--- src/ede_pkg.sv ---
// edit distance engine: shared constants, action codes and the command struct
// used between the controller and the datapath; depends on nothing
package ede_pkg;

    localparam int MAX_LEN  = 64;
    localparam int LEN_W    = $clog2(MAX_LEN + 1);
    localparam int ADDR_W   = (MAX_LEN > 1) ? $clog2(MAX_LEN) : 1;
    localparam int ROW_DEPTH = MAX_LEN + 1;
    localparam int DIST_W   = 7;
    localparam int DIST_MAX = (1 << DIST_W) - 1;
    localparam int BYTE_W   = 8;
    localparam int ACT_W    = 2;

    localparam logic [ACT_W-1:0] ACT_FIRST   = 2'd0;
    localparam logic [ACT_W-1:0] ACT_SECOND  = 2'd1;
    localparam logic [ACT_W-1:0] ACT_COMPUTE = 2'd2;

    typedef struct packed {
        logic              wr_first;
        logic              wr_second;
        logic [ADDR_W-1:0] str_wr_addr;
        logic [BYTE_W-1:0] wr_byte;
        logic              rd_first;
        logic [ADDR_W-1:0] first_rd_addr;
        logic              rd_second;
        logic [ADDR_W-1:0] second_rd_addr;
        logic              row_rd;
        logic [LEN_W-1:0]  row_rd_addr;
        logic              row_wr;
        logic              row_wr_cell;
        logic [LEN_W-1:0]  row_wr_addr;
        logic [LEN_W-1:0]  row_wr_val;
        logic              start_row;
        logic              step_cell;
        logic              load_result;
        logic              result_ovf;
    } t_dp_cmd;

endpackage

--- src/ede_if.sv ---
// edit distance engine: valid/ready channel interfaces for input and result
// transactions; depends on ede_pkg
interface ede_in_if import ede_pkg::*; ();
    logic              valid;
    logic              ready;
    logic [ACT_W-1:0]  action;
    logic [BYTE_W-1:0] char_byte;

    modport source (output valid, output action, output char_byte, input ready);
    modport sink (input valid, input action, input char_byte, output ready);
endinterface

interface ede_out_if import ede_pkg::*; ();
    logic              valid;
    logic              ready;
    logic [DIST_W-1:0] distance;
    logic              overflow;

    modport source (output valid, output distance, output overflow, input ready);
    modport sink (input valid, input distance, input overflow, output ready);
endinterface

--- src/ede_datapath.sv ---
// edit distance engine datapath: string memories, row buffer, cell update
// and result register; depends on ede_pkg
module ede_datapath
    import ede_pkg::*;
(
    input  logic              i_clk,
    input  t_dp_cmd           i_cmd,
    output logic [DIST_W-1:0] o_distance,
    output logic              o_overflow
);

    logic [BYTE_W-1:0] r_first_mem  [MAX_LEN];
    logic [BYTE_W-1:0] r_second_mem [MAX_LEN];
    logic [LEN_W-1:0]  r_row_mem    [ROW_DEPTH];

    logic [BYTE_W-1:0] r_first_rd;
    logic [BYTE_W-1:0] r_second_rd;
    logic [LEN_W-1:0]  r_row_rd;
    logic [BYTE_W-1:0] r_b2;
    logic [LEN_W-1:0]  r_diag;
    logic [LEN_W-1:0]  r_left;
    logic [DIST_W-1:0] r_distance;
    logic              r_overflow;

    logic [LEN_W:0]    n_up;
    logic [LEN_W:0]    n_lf;
    logic [LEN_W:0]    n_dg;
    logic [LEN_W:0]    n_m;
    logic [LEN_W-1:0]  n_cell;
    logic [LEN_W-1:0]  n_row_wdata;
    logic [DIST_W-1:0] n_dist;

    // cell update: min of above+1, left+1, diag+mismatch
    always_comb begin
        n_up = {1'b0, r_row_rd} + 1'b1;
        n_lf = {1'b0, r_left} + 1'b1;
        n_dg = {1'b0, r_diag} + ((r_first_rd != r_b2) ? 1'b1 : 1'b0);
        n_m  = (n_up < n_lf) ? n_up : n_lf;
        n_m  = (n_m < n_dg) ? n_m : n_dg;
        n_cell = n_m[LEN_W-1:0];
        n_row_wdata = i_cmd.row_wr_cell ? n_cell : i_cmd.row_wr_val;
        if (int'(r_row_rd) > DIST_MAX) begin
            n_dist = DIST_W'(DIST_MAX);
        end else begin
            n_dist = DIST_W'(r_row_rd);
        end
    end

    always_ff @(posedge i_clk) begin
        if (i_cmd.wr_first) begin
            r_first_mem[i_cmd.str_wr_addr] <= i_cmd.wr_byte;
        end
        if (i_cmd.wr_second) begin
            r_second_mem[i_cmd.str_wr_addr] <= i_cmd.wr_byte;
        end
        if (i_cmd.rd_first) begin
            r_first_rd <= r_first_mem[i_cmd.first_rd_addr];
        end
        if (i_cmd.rd_second) begin
            r_second_rd <= r_second_mem[i_cmd.second_rd_addr];
        end
    end

    always_ff @(posedge i_clk) begin
        if (i_cmd.row_wr) begin
            r_row_mem[i_cmd.row_wr_addr] <= n_row_wdata;
        end
        if (i_cmd.row_rd) begin
            r_row_rd <= r_row_mem[i_cmd.row_rd_addr];
        end
    end

    always_ff @(posedge i_clk) begin
        if (i_cmd.start_row) begin
            r_b2   <= r_second_rd;
            r_diag <= r_row_rd;
            r_left <= i_cmd.row_wr_val;
        end else if (i_cmd.step_cell) begin
            r_diag <= r_row_rd;
            r_left <= n_cell;
        end
        if (i_cmd.load_result) begin
            r_distance <= n_dist;
            r_overflow <= i_cmd.result_ovf;
        end
    end

    assign o_distance = r_distance;
    assign o_overflow = r_overflow;

endmodule

--- src/ede_ctrl.sv ---
// edit distance engine controller: string lengths, overflow flag, row and
// column counters and result handshake; depends on ede_pkg and ede_if
module ede_ctrl
    import ede_pkg::*;
(
    input  logic    i_clk,
    input  logic    i_rst_n,
    ede_in_if.sink  i_in,
    input  logic    i_out_ready,
    output logic    o_out_valid,
    output t_dp_cmd o_cmd
);

    typedef enum logic [2:0] {
        S_IDLE,
        S_INIT,
        S_ROW,
        S_ROW2,
        S_CELL_RD,
        S_CELL_WR,
        S_FIN_RD,
        S_FIN
    } t_state;

    t_state           r_state;
    logic [LEN_W-1:0] r_len1;
    logic [LEN_W-1:0] r_len2;
    logic             r_trunc;
    logic [LEN_W-1:0] r_n1;
    logic [LEN_W-1:0] r_n2;
    logic             r_ovf;
    logic [LEN_W-1:0] r_i;
    logic [LEN_W-1:0] r_j;
    logic             r_out_valid;

    logic             n_acc;
    logic             n_len1_ok;
    logic             n_len2_ok;
    logic             n_out_free;
    logic [LEN_W-1:0] n_im1;
    logic [LEN_W-1:0] n_jm1;

    assign n_acc      = i_in.valid && i_in.ready;
    assign n_len1_ok  = int'(r_len1) < MAX_LEN;
    assign n_len2_ok  = int'(r_len2) < MAX_LEN;
    assign n_out_free = !r_out_valid || i_out_ready;
    assign n_im1      = r_i - 1'b1;
    assign n_jm1      = r_j - 1'b1;

    assign i_in.ready  = (r_state == S_IDLE);
    assign o_out_valid = r_out_valid;

    always_comb begin
        o_cmd = '0;
        o_cmd.str_wr_addr    = r_len1[ADDR_W-1:0];
        o_cmd.wr_byte        = i_in.char_byte;
        o_cmd.first_rd_addr  = n_jm1[ADDR_W-1:0];
        o_cmd.second_rd_addr = n_im1[ADDR_W-1:0];
        o_cmd.row_rd_addr    = r_j;
        o_cmd.row_wr_addr    = r_j;
        o_cmd.row_wr_val     = r_j;
        o_cmd.result_ovf     = r_ovf;
        case (r_state)
            S_IDLE: begin
                if (n_acc && i_in.action == ACT_FIRST) begin
                    o_cmd.wr_first = n_len1_ok;
                end
                if (n_acc && i_in.action == ACT_SECOND) begin
                    o_cmd.wr_second   = n_len2_ok;
                    o_cmd.str_wr_addr = r_len2[ADDR_W-1:0];
                end
            end
            S_INIT: begin
                o_cmd.row_wr = 1'b1;
            end
            S_ROW: begin
                o_cmd.row_rd      = 1'b1;
                o_cmd.row_rd_addr = '0;
                o_cmd.rd_second   = 1'b1;
            end
            S_ROW2: begin
                o_cmd.start_row   = 1'b1;
                o_cmd.row_wr      = 1'b1;
                o_cmd.row_wr_addr = '0;
                o_cmd.row_wr_val  = r_i;
            end
            S_CELL_RD: begin
                o_cmd.row_rd   = 1'b1;
                o_cmd.rd_first = 1'b1;
            end
            S_CELL_WR: begin
                o_cmd.row_wr      = 1'b1;
                o_cmd.row_wr_cell = 1'b1;
                o_cmd.step_cell   = 1'b1;
            end
            S_FIN_RD: begin
                o_cmd.row_rd      = 1'b1;
                o_cmd.row_rd_addr = r_n1;
            end
            S_FIN: begin
                o_cmd.load_result = n_out_free;
            end
            default: begin
                o_cmd = '0;
            end
        endcase
    end

    always_ff @(posedge i_clk) begin
        if (!i_rst_n) begin
            r_state     <= S_IDLE;
            r_len1      <= '0;
            r_len2      <= '0;
            r_trunc     <= 1'b0;
            r_n1        <= '0;
            r_n2        <= '0;
            r_ovf       <= 1'b0;
            r_i         <= '0;
            r_j         <= '0;
            r_out_valid <= 1'b0;
        end else begin
            if (r_state == S_FIN && n_out_free) begin
                r_out_valid <= 1'b1;
            end else if (r_out_valid && i_out_ready) begin
                r_out_valid <= 1'b0;
            end
            case (r_state)
                S_IDLE: begin
                    if (n_acc) begin
                        case (i_in.action)
                            ACT_FIRST: begin
                                if (n_len1_ok) begin
                                    r_len1 <= r_len1 + 1'b1;
                                end else begin
                                    r_trunc <= 1'b1;
                                end
                            end
                            ACT_SECOND: begin
                                if (n_len2_ok) begin
                                    r_len2 <= r_len2 + 1'b1;
                                end else begin
                                    r_trunc <= 1'b1;
                                end
                            end
                            ACT_COMPUTE: begin
                                r_n1    <= r_len1;
                                r_n2    <= r_len2;
                                r_ovf   <= r_trunc;
                                r_len1  <= '0;
                                r_len2  <= '0;
                                r_trunc <= 1'b0;
                                r_j     <= '0;
                                r_state <= S_INIT;
                            end
                            default: begin
                                r_state <= S_IDLE;
                            end
                        endcase
                    end
                end
                S_INIT: begin
                    if (r_j == r_n1) begin
                        r_i <= LEN_W'(1);
                        r_state <= (r_n2 == '0) ? S_FIN_RD : S_ROW;
                    end else begin
                        r_j <= r_j + 1'b1;
                    end
                end
                S_ROW: begin
                    r_state <= S_ROW2;
                end
                S_ROW2: begin
                    r_j <= LEN_W'(1);
                    if (r_n1 != '0) begin
                        r_state <= S_CELL_RD;
                    end else if (r_i == r_n2) begin
                        r_state <= S_FIN_RD;
                    end else begin
                        r_i     <= r_i + 1'b1;
                        r_state <= S_ROW;
                    end
                end
                S_CELL_RD: begin
                    r_state <= S_CELL_WR;
                end
                S_CELL_WR: begin
                    if (r_j != r_n1) begin
                        r_j     <= r_j + 1'b1;
                        r_state <= S_CELL_RD;
                    end else if (r_i == r_n2) begin
                        r_state <= S_FIN_RD;
                    end else begin
                        r_i     <= r_i + 1'b1;
                        r_state <= S_ROW;
                    end
                end
                S_FIN_RD: begin
                    r_state <= S_FIN;
                end
                S_FIN: begin
                    if (n_out_free) begin
                        r_state <= S_IDLE;
                    end
                end
                default: begin
                    r_state <= S_IDLE;
                end
            endcase
        end
    end

    a_len_bound: assert property (@(posedge i_clk) disable iff (!i_rst_n)
        (int'(r_len1) <= MAX_LEN) && (int'(r_len2) <= MAX_LEN))
        else $error("string length beyond limit");

    a_compute_clears: assert property (@(posedge i_clk) disable iff (!i_rst_n)
        (n_acc && i_in.action == ACT_COMPUTE)
        |=> (r_len1 == '0 && r_len2 == '0 && !r_trunc))
        else $error("compute did not clear strings");

    a_result_from_fin: assert property (@(posedge i_clk) disable iff (!i_rst_n)
        $rose(r_out_valid) |-> $past(r_state == S_FIN))
        else $error("result raised outside finish");

    a_cell_index: assert property (@(posedge i_clk) disable iff (!i_rst_n)
        (r_state == S_CELL_RD)
        |-> (r_j != '0 && r_j <= r_n1 && r_i != '0 && r_i <= r_n2))
        else $error("cell index out of range");

endmodule

--- src/edit_distance_engine_core.sv ---
// Levenshtein edit distance engine, top level: joins controller and datapath
// to the input and result channels; depends on ede_pkg, ede_if, ede_ctrl, ede_datapath
//
// Append transactions (action 0 or 1) are accepted whenever the engine is
// idle, even while a finished result waits on the output. A compute transaction
// (action 2) holds the input off until its result is loaded, longer while an
// earlier result still waits on the output; the row buffer is read in one
// state and written in the next for each cell of the distance matrix. Bytes
// beyond 64 per string are dropped and reported through the overflow bit.
// Action 3 is accepted and ignored.
module edit_distance_engine_core
    import ede_pkg::*;
(
    input  logic      i_clk,
    input  logic      i_rst_n,
    ede_in_if.sink    i_in,
    ede_out_if.source o_out
);

    t_dp_cmd           cmd;
    logic [DIST_W-1:0] dp_distance;
    logic              dp_overflow;
    logic              out_valid;

    ede_ctrl u_ctrl (
        .i_clk       (i_clk),
        .i_rst_n     (i_rst_n),
        .i_in        (i_in),
        .i_out_ready (o_out.ready),
        .o_out_valid (out_valid),
        .o_cmd       (cmd)
    );

    ede_datapath u_datapath (
        .i_clk      (i_clk),
        .i_cmd      (cmd),
        .o_distance (dp_distance),
        .o_overflow (dp_overflow)
    );

    assign o_out.valid    = out_valid;
    assign o_out.distance = dp_distance;
    assign o_out.overflow = dp_overflow;

endmodule
--- src/flat_wrapper.sv ---
// flat-port wrapper written by rule: the top's interface ports become plain ports
module edit_distance_engine_core_flat import ede_pkg::*;
  (i_clk, i_rst_n, i_in_valid, i_in_action, i_in_char_byte, i_in_ready, o_out_valid, o_out_distance, o_out_overflow, o_out_ready);
  ede_in_if i_in_i ();
  ede_out_if o_out_i ();
  input  logic i_clk;
  input  logic i_rst_n;
  input wire logic [$bits(i_in_i.valid)-1:0] i_in_valid;
  input wire logic [$bits(i_in_i.action)-1:0] i_in_action;
  input wire logic [$bits(i_in_i.char_byte)-1:0] i_in_char_byte;
  output wire logic [$bits(i_in_i.ready)-1:0] i_in_ready;
  output wire logic [$bits(o_out_i.valid)-1:0] o_out_valid;
  output wire logic [$bits(o_out_i.distance)-1:0] o_out_distance;
  output wire logic [$bits(o_out_i.overflow)-1:0] o_out_overflow;
  input wire logic [$bits(o_out_i.ready)-1:0] o_out_ready;
  assign i_in_i.valid = i_in_valid;
  assign i_in_i.action = i_in_action;
  assign i_in_i.char_byte = i_in_char_byte;
  assign i_in_ready = i_in_i.ready;
  assign o_out_valid = o_out_i.valid;
  assign o_out_distance = o_out_i.distance;
  assign o_out_overflow = o_out_i.overflow;
  assign o_out_i.ready = o_out_ready;
  edit_distance_engine_core u_core (.i_clk(i_clk), .i_rst_n(i_rst_n), .i_in(i_in_i), .o_out(o_out_i));
endmodule
--- config.mk ---
export PLATFORM = sky130hd
export DESIGN_NAME = edit_distance_engine_core_flat
export DESIGN_NICKNAME = d
export VERILOG_FILES = /design/src/ede_pkg.sv /design/src/ede_if.sv /design/src/ede_datapath.sv /design/src/ede_ctrl.sv /design/src/edit_distance_engine_core.sv /design/src/flat_wrapper.sv
export SDC_FILE = /design/constraint.sdc
export NUM_CORES = 2
export LEC_CHECK = 0
export ABC_AREA = 1
export BUFFER_PORTS_ARGS = -buffer_cell sky130_fd_sc_hd__buf_2
export CAP_MARGIN = 0
export CORE_ASPECT_RATIO = 0.6
export CORE_UTILIZATION = 35
export DETAILED_ROUTE_END_ITERATION = 12
export SLEW_MARGIN = 20
export SYNTH_ARGS = -nofsm -noshare
export SYNTH_HDL_FRONTEND = slang
export SYNTH_SLANG_ARGS = --single-unit
--- constraint.sdc ---
create_clock -name i_clk -period 11.7 [get_ports i_clk]
set_input_delay 1.755 -clock i_clk [delete_from_list [all_inputs] [get_ports i_clk]]
set_output_delay 1.755 -clock i_clk [all_outputs]
set_load 0.02 [all_outputs]
==> run_results.csv <==
group,metric,value,unit
clock_tree,clock_latency,0.80,ns
drt,post_drt_wl_per_cell,23.8,um
logic_synthesis,yosysWarnings,0,
flow_run,cap_violations,0,
drt,firstDrtPassIters,6,
status,status,"complete, no violations",
timing,skew,0.0466,ns
floorplanning,rows,121,
clock_tree,ctsHtreeMaxLevel,4,
logic_synthesis,yosysTopAreaCellShare,71.4,%
logic_synthesis,synthTopCellsByCount,"edfxtp_1, nor2_1, o21ai_0, nand2_1, nand3_1",
timing,hold_viol,0,
floorplanning,die_w,556,um
floorplanning,ios,24,
logic_synthesis,synth.avg_cell_area,13.2,um2
floorplanning,dieArea,0.186,mm2
drt,vias,40800,
placed_design,dp.final_hpwl,107000,um
critical_path,cp_data_arrival_time,5.67,ns
logic_synthesis,yosysMostFrequentCell,"edfxtp_1",
logic_synthesis,ys_types,49,
clock_tree,postCtsResizedCells,0,
clock_tree,clkSlewWorstSetupHoldPaths,0.07,ns
critical_path,cp_max_fo,65,
logic_synthesis,async_reset_ff_share,0,%
logic_synthesis,ys_ff_latch,1580,
timing,setup_ws,6.48,ns
clock_tree,cts_buffer_depth,3,
logic_synthesis,syn_inst,4883,
drt,wirelength,176000,um
logic_synthesis,synth_fa_ha_area_share,0.447,%
logic_synthesis,synthXorXnorAreaFrac,0.544,%
timing,rsz0062_at_grt,"no",
floorplanning,die_y,334,um
placed_design,gp_congestion,0.891,
timing,holdWs,0.423,ns
timing,timing.final.crit_share,44.6,%
logic_synthesis,synth_ff_type,"edfxtp_1",
cells_and_area,utilization,39.4,%
critical_path,required,12.15,ns
global_route,grt_pass1_vias,37100,
timing,period_minus_slack,5.22,ns
clock_tree,hold_buffers,0,
clock_tree,cts_root_buf,"clkbuf_16",
timing,tns,0,ns
logic_synthesis,syn_area,0.0644,mm2
cells_and_area,areaGrowthSynthToFinish,11.3,%
critical_path,setup.worst_path.end_class,"flip-flop",
drt,via_per_inst,5.52,
global_route,grt_max_degree,168,
clock_tree,cts_tree,"built",
placed_design,port_buffers,23,
power,power_density,193,mW/mm2
timing,setup_viol,0,
power,ir_drop,0.166,mV
cells_and_area,final_nets,4847,
logic_synthesis,synth.area.mux_share,2.44,%
logic_synthesis,synth_top_family_by_area,"compound AO/OA/AOI/OAI gates",
global_route,antenna_found_initial,3,
logic_synthesis,synthSimpleGateAreaFrac,9.46,%
power,p_leak,0.0221,uW
floorplanning,core_area,0.182,mm2
floorplanning,start_util,35.4,%
drt,ant_nets,0,
timing,worst_pin_slew,1.26,ns
global_route,grt_overflow,0,
drt,drc,0,
logic_synthesis,synth_nets,4920,
cells_and_area,drive_gt1_share,7.46,%
drt,drtIter0Drc,6187,
placed_design,pre_cts_slack,6.33,ns
timing,slew_headroom,16.2,%
logic_synthesis,synth_area_leaders,"edfxtp_1, nor2_1, o21ai_0",
logic_synthesis,synth_compound_area_share,11.3,%
timing,max_freq,192,MHz
logic_synthesis,seq_area_frac_synth,72.9,%
global_route,grtUsageTotal,18.5,%
timing,slew_violations,0,
cells_and_area,fillers,16900,
global_route,grt_pass1_wl,258000,um
clock_tree,cts_setup_buffers,0,
clock_tree,cts_inserted_buffers,149,
logic_synthesis,synth_edf_count,1532,
placed_design,dp.cells,7119,
logic_synthesis,synth_top_area_cell,"edfxtp_1",
cells_and_area,fin_cells,7392,
critical_path,crit_path_start_kind,"flip-flop",
worst_hold_path,hold_path.class,"reg2reg",
critical_path,crit_type,"reg2reg",
clock_tree,cts.sinks,1580,
## layout make-up
cell class | count | area [um2] | share of cell area (%)
antenna | 1 | 2.50 | 0.00349
clock buffer | 184 | 3980 | 5.55
clock inverter | 88 | 779 | 1.09
inverter | 139 | 546 | 0.761
multi-input combinational | 2856 | 15700 | 21.9
sequential | 1580 | 47000 | 65.5
tap | 2460 | 3080 | 4.29
timing repair buffer | 84 | 606 | 0.845
## placed cells by master (no fill, tap or decap), types with 101 or more instances in the layout
master	instances
edfxtp_1	1532
o21ai_0	543
o211ai_1	101
nor2_1	951
mux2i_1	157
o221ai_1	193
nand3_1	203
clkbuf_16	153
inv_1	117
nand2_1	253
## registers in the layout, summed over array words and instances, names as in the netlist, 8 cells and up
signal                          cells
u_core.u_datapath.r_b2              8
u_core.u_datapath.r_second_mem    512
u_core.u_datapath.r_first_rd        8
u_core.u_datapath.r_row_mem       455
u_core.u_datapath.r_first_mem     512
u_core.u_datapath.r_second_rd       8
## logic make-up (layout without fill, tap and decap cells)
logic type / count (synthesis) / after routing
muxes: 157 / 157
and+or+nand+nor: 1490 / 1490
AOI/OAI and AO/OA: 1146 / 1146
DFF: 1580 / 1580
other: 0 / 1
buffers and inverters: 447 / 495
xor gates and xnor gates: 40 / 40
adders and majority gates: 23 / 23
## where the power goes
group / internal (uW) / switching (uW)
Clock: 2610 / 2160
Combinational: 700 / 2030
Sequential: 6270 / 41.9
## metal layers
layer | GRT usage [%] | routed length (um)
met4 | 4.05 | 2920
met5 | 0 | 0
met1 | 30.8 | 86000
met2 | 23.2 | 67500
met3 | 4.77 | 19600
## final timing paths
path	startpoint	endpoint	slack (ns)	cells past startpoint
max	u_core.u_datapath.n_dist[0]	u_core.u_datapath.r_row_mem[17][3]	6.48	20
max reg2reg	u_core.u_datapath.n_dist[0]	u_core.u_datapath.r_row_mem[17][3]	6.48	20
min reg2reg	u_core.u_datapath.r_second_rd[3]	u_core.u_datapath.r_b2[3]	0.42	0
min	u_core.u_datapath.r_second_rd[3]	u_core.u_datapath.r_b2[3]	0.42	0
## metrics by stage
stage / instance area (um2) / power (uW)
CTS: 71700 / 13800
global route: 71700 / 14300
global placement: 66900 / 9070
floorplan: 64400 / 8060
detailed placement: 66900 / 9090
finish: 71700 / 13800
## worst max-delay path, stage by stage (launching register included)
cell,delay (ns)
edfxtp_1,0.49
ha_1,0.29
nand2_1,0.09
xor2_1,0.26
inv_1,0.08
ha_1,0.28
nand2_1,0.05
nand3_1,0.08
nand2_1,0.08
nand2_2,0.12
inv_1,0.14
o21ai_0,0.32
ha_1,0.32
a21oi_1,0.18
nor2_1,0.07
a211oi_1,0.72
nand2_1,0.36
nand2_1,0.16
nand3_1,0.10
nand2_2,0.08
buf_4,0.55
Note: power is estimated with default switching activity, not from simulation.
